<file path="src/design/dpu_pkg.sv">
// Shared types, widths and helpers for the depth pixel unprojection core.
// No dependencies; every other design file imports this package.
`default_nettype none

package dpu_pkg;

    localparam int MAX_DIM   = 4096;
    localparam int DIM_W     = 13;
    localparam int COORD_W   = 12;
    localparam int DEPTH_W   = 25;
    localparam int ELEM_W    = 21;
    localparam int NDC_W     = 38;
    localparam int NZ_W      = 28;
    localparam int H_W       = 62;
    localparam int CFG_W     = 63;
    localparam int CFG_IDX_W = 3;

    localparam logic [DEPTH_W-1:0] DEPTH_ONE = DEPTH_W'(16777216);

    typedef enum logic [CFG_IDX_W-1:0] {
        REG_PACK_A,
        REG_PACK_B,
        REG_PACK_C,
        REG_PACK_D,
        REG_PACK_E,
        REG_PACK_F,
        REG_IMAGE_SIZE,
        REG_FULL_MODE
    } cfg_reg_t;

    typedef struct packed {
        logic [COORD_W-1:0] pixel_col;
        logic [COORD_W-1:0] pixel_row;
        logic [DEPTH_W-1:0] depth_sample;
        logic [7:0]         red;
        logic [7:0]         green;
        logic [7:0]         blue;
    } pixel_t;

    typedef struct packed {
        logic signed [31:0] point_x;
        logic signed [31:0] point_y;
        logic signed [31:0] point_z;
        logic [7:0]         out_red;
        logic [7:0]         out_green;
        logic [7:0]         out_blue;
        logic [COORD_W-1:0] out_col;
        logic [COORD_W-1:0] out_row;
        logic               w_zero;
    } point_t;

    // pass-through part of an item
    typedef struct packed {
        logic [COORD_W-1:0] col;
        logic [COORD_W-1:0] row;
        logic [7:0]         red;
        logic [7:0]         green;
        logic [7:0]         blue;
    } side_t;

    typedef logic signed [ELEM_W-1:0] elem_t;
    typedef elem_t [15:0] matrix_t;

    // device coordinates of one item
    typedef struct packed {
        side_t                   sb;
        logic signed [NDC_W-1:0] nx;
        logic signed [NDC_W-1:0] ny;
        logic signed [NZ_W-1:0]  nz;
    } vec_t;

    // homogeneous point of one item
    typedef struct packed {
        side_t                      sb;
        logic signed [3:0][H_W-1:0] h;
    } hom_t;

    // background depth reads as zero
    function automatic logic [DEPTH_W-1:0] bg_map(input logic [DEPTH_W-1:0] d);
        return (d == DEPTH_ONE) ? '0 : d;
    endfunction

endpackage

`default_nettype wire

</file>
<file path="src/design/dpu_ndc.sv">
// Device coordinate stage: pixel centre over image size, one radix-16 step per stage.
// Depends on dpu_pkg.
`default_nettype none

module dpu_ndc
    import dpu_pkg::*;
(
    input  wire logic             clk,
    input  wire logic             rst_n,
    input  wire logic             en,
    input  wire logic             in_valid,
    input  wire pixel_t           in_pix,
    input  wire logic [DIM_W-1:0] dim_x,
    input  wire logic [DIM_W-1:0] dim_y,
    output logic                  out_valid,
    output vec_t                  out_vec
);

    localparam int NSTG = 10;

    typedef struct packed {
        side_t                  sb;
        logic signed [NZ_W-1:0] nz;
        logic                   neg_x;
        logic                   neg_y;
        logic [39:0]            word_x;
        logic [39:0]            word_y;
        logic [11:0]            rem_x;
        logic [11:0]            rem_y;
    } nstage_t;

    nstage_t    st_reg [NSTG+1];
    nstage_t    st_next[NSTG+1];
    logic [NSTG+1:0] vld_reg;
    vec_t       vec_reg;

    // four restoring steps; returns {rem, word}
    function automatic logic [51:0] div4(input logic [39:0] word, input logic [11:0] rem,
                                         input logic [DIM_W-1:0] dim);
        logic [39:0] w;
        logic [12:0] r2;
        logic [11:0] r;
        w = word;
        r = rem;
        for (int j = 0; j < 4; j++) begin
            r2 = {r, w[39]};
            w  = {w[38:0], 1'b0};
            if (r2 >= dim) begin
                r2   = r2 - dim;
                w[0] = 1'b1;
            end
            r = r2[11:0];
        end
        return {r, w};
    endfunction

    logic signed [14:0]  n_x, n_y;
    logic [14:0]         a_x, a_y;
    logic [DEPTH_W-1:0]  dmap;

    always_comb begin
        dmap = bg_map(in_pix.depth_sample);
        n_x  = $signed({2'b0, in_pix.pixel_col, 1'b1}) - $signed({2'b0, dim_x});
        n_y  = $signed({2'b0, in_pix.pixel_row, 1'b1}) - $signed({2'b0, dim_y});
        a_x  = n_x[14] ? 15'(-n_x) : 15'(n_x);
        a_y  = n_y[14] ? 15'(-n_y) : 15'(n_y);

        st_next[0].sb     = '{col: in_pix.pixel_col, row: in_pix.pixel_row,
                              red: in_pix.red, green: in_pix.green, blue: in_pix.blue};
        st_next[0].nz     = $signed({2'b0, dmap, 1'b0}) - $signed(NZ_W'(DEPTH_ONE));
        st_next[0].neg_x  = n_x[14];
        st_next[0].neg_y  = n_y[14];
        // magnitude in Q.24 plus half the divisor for rounding
        st_next[0].word_x = {3'b0, a_x[12:0], 24'b0} + {28'b0, dim_x[DIM_W-1:1]};
        st_next[0].word_y = {3'b0, a_y[12:0], 24'b0} + {28'b0, dim_y[DIM_W-1:1]};
        st_next[0].rem_x  = '0;
        st_next[0].rem_y  = '0;

        for (int s = 1; s <= NSTG; s++) begin
            st_next[s] = st_reg[s-1];
            {st_next[s].rem_x, st_next[s].word_x} =
                div4(st_reg[s-1].word_x, st_reg[s-1].rem_x, dim_x);
            {st_next[s].rem_y, st_next[s].word_y} =
                div4(st_reg[s-1].word_y, st_reg[s-1].rem_y, dim_y);
        end
    end

    always_ff @(posedge clk)
    begin
        if (en)
        begin
            for (int s = 0; s <= NSTG; s++)
                st_reg[s] <= st_next[s];
            vec_reg.sb <= st_reg[NSTG].sb;
            vec_reg.nz <= st_reg[NSTG].nz;
            vec_reg.nx <= st_reg[NSTG].neg_x ? -$signed(st_reg[NSTG].word_x[NDC_W-1:0])
                                             :  $signed(st_reg[NSTG].word_x[NDC_W-1:0]);
            vec_reg.ny <= st_reg[NSTG].neg_y ? -$signed(st_reg[NSTG].word_y[NDC_W-1:0])
                                             :  $signed(st_reg[NSTG].word_y[NDC_W-1:0]);
        end
    end

    always_ff @(posedge clk or negedge rst_n)
    begin
        if (!rst_n)
            vld_reg <= '0;
        else if (en)
            vld_reg <= {vld_reg[NSTG:0], in_valid};
    end

    assign out_valid = vld_reg[NSTG+1];
    assign out_vec   = vec_reg;

endmodule

`default_nettype wire

</file>
<file path="config.mk">
export PLATFORM = sky130hd
export DESIGN_NAME = dpu_ndc
export DESIGN_NICKNAME = d
export VERILOG_FILES = /design/src/design/dpu_pkg.sv /design/src/design/dpu_ndc.sv
export SDC_FILE = /design/constraint.sdc
export NUM_CORES = 2
export LEC_CHECK = 0
export BUFFER_PORTS_ARGS = -buffer_cell sky130_fd_sc_hd__buf_2
export CORE_UTILIZATION = 58
export CTS_CLUSTER_DIAMETER = 100
export DETAILED_ROUTE_END_ITERATION = 12
export MAX_ROUTING_LAYER = met4
export PLACE_DENSITY = 0.75
export SYNTH_ARGS = -nofsm -noshare
export SYNTH_HDL_FRONTEND = slang
export SYNTH_SLANG_ARGS = --single-unit
</file>
<file path="constraint.sdc">
create_clock -name clk -period 8.6 [get_ports clk]
set_input_delay 0.43 -clock clk [delete_from_list [all_inputs] [get_ports clk]]
set_output_delay 0.43 -clock clk [all_outputs]
set_load 0.005 [all_outputs]
</file>
==> results by group <==
Status
  • Status: finished with violations
  • Failing checks: design-rule violations, negative hold slack

Placed design
  • Final HPWL DP: 210,000 um
  • I/O Buffers: 254
  • Global placement routability congestion: 0.949
  • Placed cells: 13,100
  • Dpl ws: -0.300 ns

Yosys
  • Synth area leaders: edfxtp_1 (52%), ha_1 (12%), mux2_2 (5.9%)
  • Largest family of logic cells by synthesized area: adder cells
  • Seq cells post-synth: 1,904
  • Top_reg_cell synth: edfxtp_1
  • Synth Cell Area: 110,000 um^2
  • Adder-Cell Fraction of Synth Area: 12.7%
  • Multiplexer share of the synthesized area: 6.64%
  • Share of the synthesized area in the top cell type: 51.7%
  • Asr flop ratio synth: 0.630%
  • Sequential share of the synthesized area: 52.0%
  • Ys Warns: 0
  • Area leader, netlist: edfxtp_1
  • Simple-Gate Fraction of Synth Area: 8.72%
  • Net count after synthesis: 10,100
  • Cell variety after synth: 84
  • Post-Syn Area per Cell: 12.3 um^2
  • Cell count after synthesis: 8,929
  • Synth Area in Compound Gates: 12.3%
  • XOR/XNOR Fraction of Synth Area: 6.06%
  • EDFF count, synth: 1,892

Floorplan
  • I/O Pins: 256
  • Die Width: 437 um
  • Core Area: 188,000 um^2
  • Die ar.: 191,000 um^2
  • Initial Util: 58.5%
  • Die Height: 437 um
  • Core Rows: 159

Global routing
  • Antenna violations before repair: 2
  • Vias in the first global route: 80,100
  • Grt ovf: 0
  • Largest net degree at the start of global routing: 221
  • Tot GR Track Use: 31.3%
  • First-pass GRT wire length: 452,000 um

CTS
  • Reg clk slew, reported paths: 0.07 ns
  • Clock buffer depth: 3
  • Num CTS Buffers: 189
  • CTS tree: done
  • Clk sink count: 1,904
  • Clk Latency, worst-skew pair: 0.88 ns
  • CTS H-tree lvls: 4
  • CTS root buffer: clkbuf_16

Min path
  • Min-Delay Path Class: in -> reg

STA
  • Period utilization: 99.4%
  • Max Transition Viols Final: 0
  • Hold_ws: -0.00133 ns
  • RSZ-0062 raised after global routing: true
  • Tightest Pin Transition: 1.28 ns
  • Fin Clk Skew: 0.0855 ns
  • Post-layout minimum cycle time: 8.55 ns
  • Final worst slack: 0.0495 ns
  • Max-slew headroom: 15.0%
  • Fmax: 0.117 GHz
  • Count of final hold-check violations: 2
  • Final setup viols: 0

Drt
  • DRT iter0 DRCs: 5,912
  • Detailed Route WL: 298,000 um
  • TritonRoute pass-1 iters: 10
  • DR vias/cell: 5.92
  • DRC: 21
  • Vias: 80,400
  • ANT nets after route: 0
  • Avg WL per Cell: 22.0 um

Setup path
  • Critical Path AT: 9.17 ns
  • Critical path class: in -> reg
  • CP Launch Type: input pin
  • CP Max Fanout: 10
  • Critical Path Sink Type: flop
  • Critical Path Most Common Cell: buf_4
  • Slowest stage cell on the critical path: dlygate4sd3_1
  • Worst EP required: 9.22 ns
  • Max incr delay on CP: 0.53 ns

Cells and area
  • Max reg flops: 1,742
  • Number of antenna diodes: 0
  • Number of nets in the layout: 12,100
  • Layout cells sized above 1: 28.7%
  • Fin cells: 13,600
  • Layout area overhead: 24.1%

Flow run
  • Max Cap Viol: 0
[final cells by class]
cell class	instances	area, um^2
clock buffer	213	4840
clock inverter	135	1620
fill	12500	51700
inverter	326	1280
multi-input combinational	6558	53700
sequential	1904	57100
tap	2495	3120
timing repair buffer	1933	14700
[stage by stage]
step                      hold WS, ns  cell area, um^2  util (%)  setup TNS, ns
after CTS                      0.0105           135000      71.8              0
after detailed placement        0.328           128000      67.8         -21.95
final                        -0.00133           136000      72.5              0
after global routing          0.00160           136000      72.5          -1.76
after floorplan                 0.134           112000         -         -89.66
after global placement          0.319           128000      67.8          -5.45
[kinds of logic after synthesis]
logic type | count (synthesis)
AOI/OAI and AO/OA | 2116
and+or+nand+nor | 1937
DFF | 1904
adders and majority gates | 1081
xor gates and xnor gates | 760
muxes | 657
buffers and inverters | 473
other | 1
[routing by layer]
layer | vias up | track usage [%] | wire, um
li1 | 38000 | - | -
met3 | 802 | 3.57 | 14600
met4 | 0 | 12.6 | 13300
met2 | 2628 | 52.5 | 147000
met1 | 38900 | 38.8 | 124000
met5 | - | - | 0
[final timing paths]
check | start | endpoint | slack [ns] | cells past startpoint
setup / recovery | dim_x[5] | st_reg[8][13]$_DFFE_PP_ | 0.05 | 40
hold / removal | en | st_reg[6][11]$_DFFE_PP_ | -0.001 | 1
setup reg to reg | st_reg[7][103]$_DFFE_PP_ | st_reg[8][13]$_DFFE_PP_ | 0.13 | 35
hold reg to reg | st_reg[9][77]$_DFFE_PP_ | st_reg[10][81]$_DFFE_PP_ | 0.37 | 0
max in group asynchronous | rst_n | vld_reg[5]$_DFFE_PN0P_ | 7.61 | 3
min in group asynchronous | rst_n | vld_reg[9]$_DFFE_PN0P_ | 0.62 | 3
[repair_timing]
item	CTS	global route
hold buffers	97	0
endpoints found under the hold margin	108	0
setup buffers	0	50
setup endpoints to repair	28	222
gates resized for setup	9	224
gates cloned	1	7
pin swaps	1	74
[cell usage after synthesis, drive strengths merged (29+ instances only)]
cell type,count
edfxtp,1892
ha,1025
a21oi,607
mux2,574
nor2,548
o21ai,491
xnor2,484
nand2,396
inv,322
a21o,280
xor2,276
nor3,185
o21a,164
nor2b,147
clkbuf,136
nand2b,130
nand4,118
nand3,93
mux2i,83
o31ai,72
fa,56
or3,56
o21bai,53
a211oi,52
or2,52
a31oi,51
and2,49
o31a,48
o41ai,43
nor4,40
and3,35
a21boi,33
o211ai,30
a211o,29
[cells in the final DEF, fill, tap and decap left out, drive strengths merged, types with 72 or more instances in the layout]
master / n
edfxtp: 1892
buf: 1833
ha: 1025
a21oi: 608
mux2: 574
nor2: 548
o21ai: 494
xnor2: 484
nand2: 397
inv: 335
a21o: 280
xor2: 276
clkbuf: 216
nor3: 185
o21a: 164
nor2b: 147
nand2b: 130
nand4: 118
dlygate4sd3: 97
nand3: 93
clkinv: 86
mux2i: 83
o31ai: 72
[worst max-delay path: cells and delay by family]
kind                       cells  cell delay, ns
AOI/OAI and AO/OA             17            3.00
adders and majority gates      4            1.33
buffers and inverters         11            2.27
muxes                          3            0.91
and+or+nand+nor                5            1.18
Power is left out: the tool's default activity adds up to more than one toggle a clock period on the data nets, which glitch-free logic cannot reach.
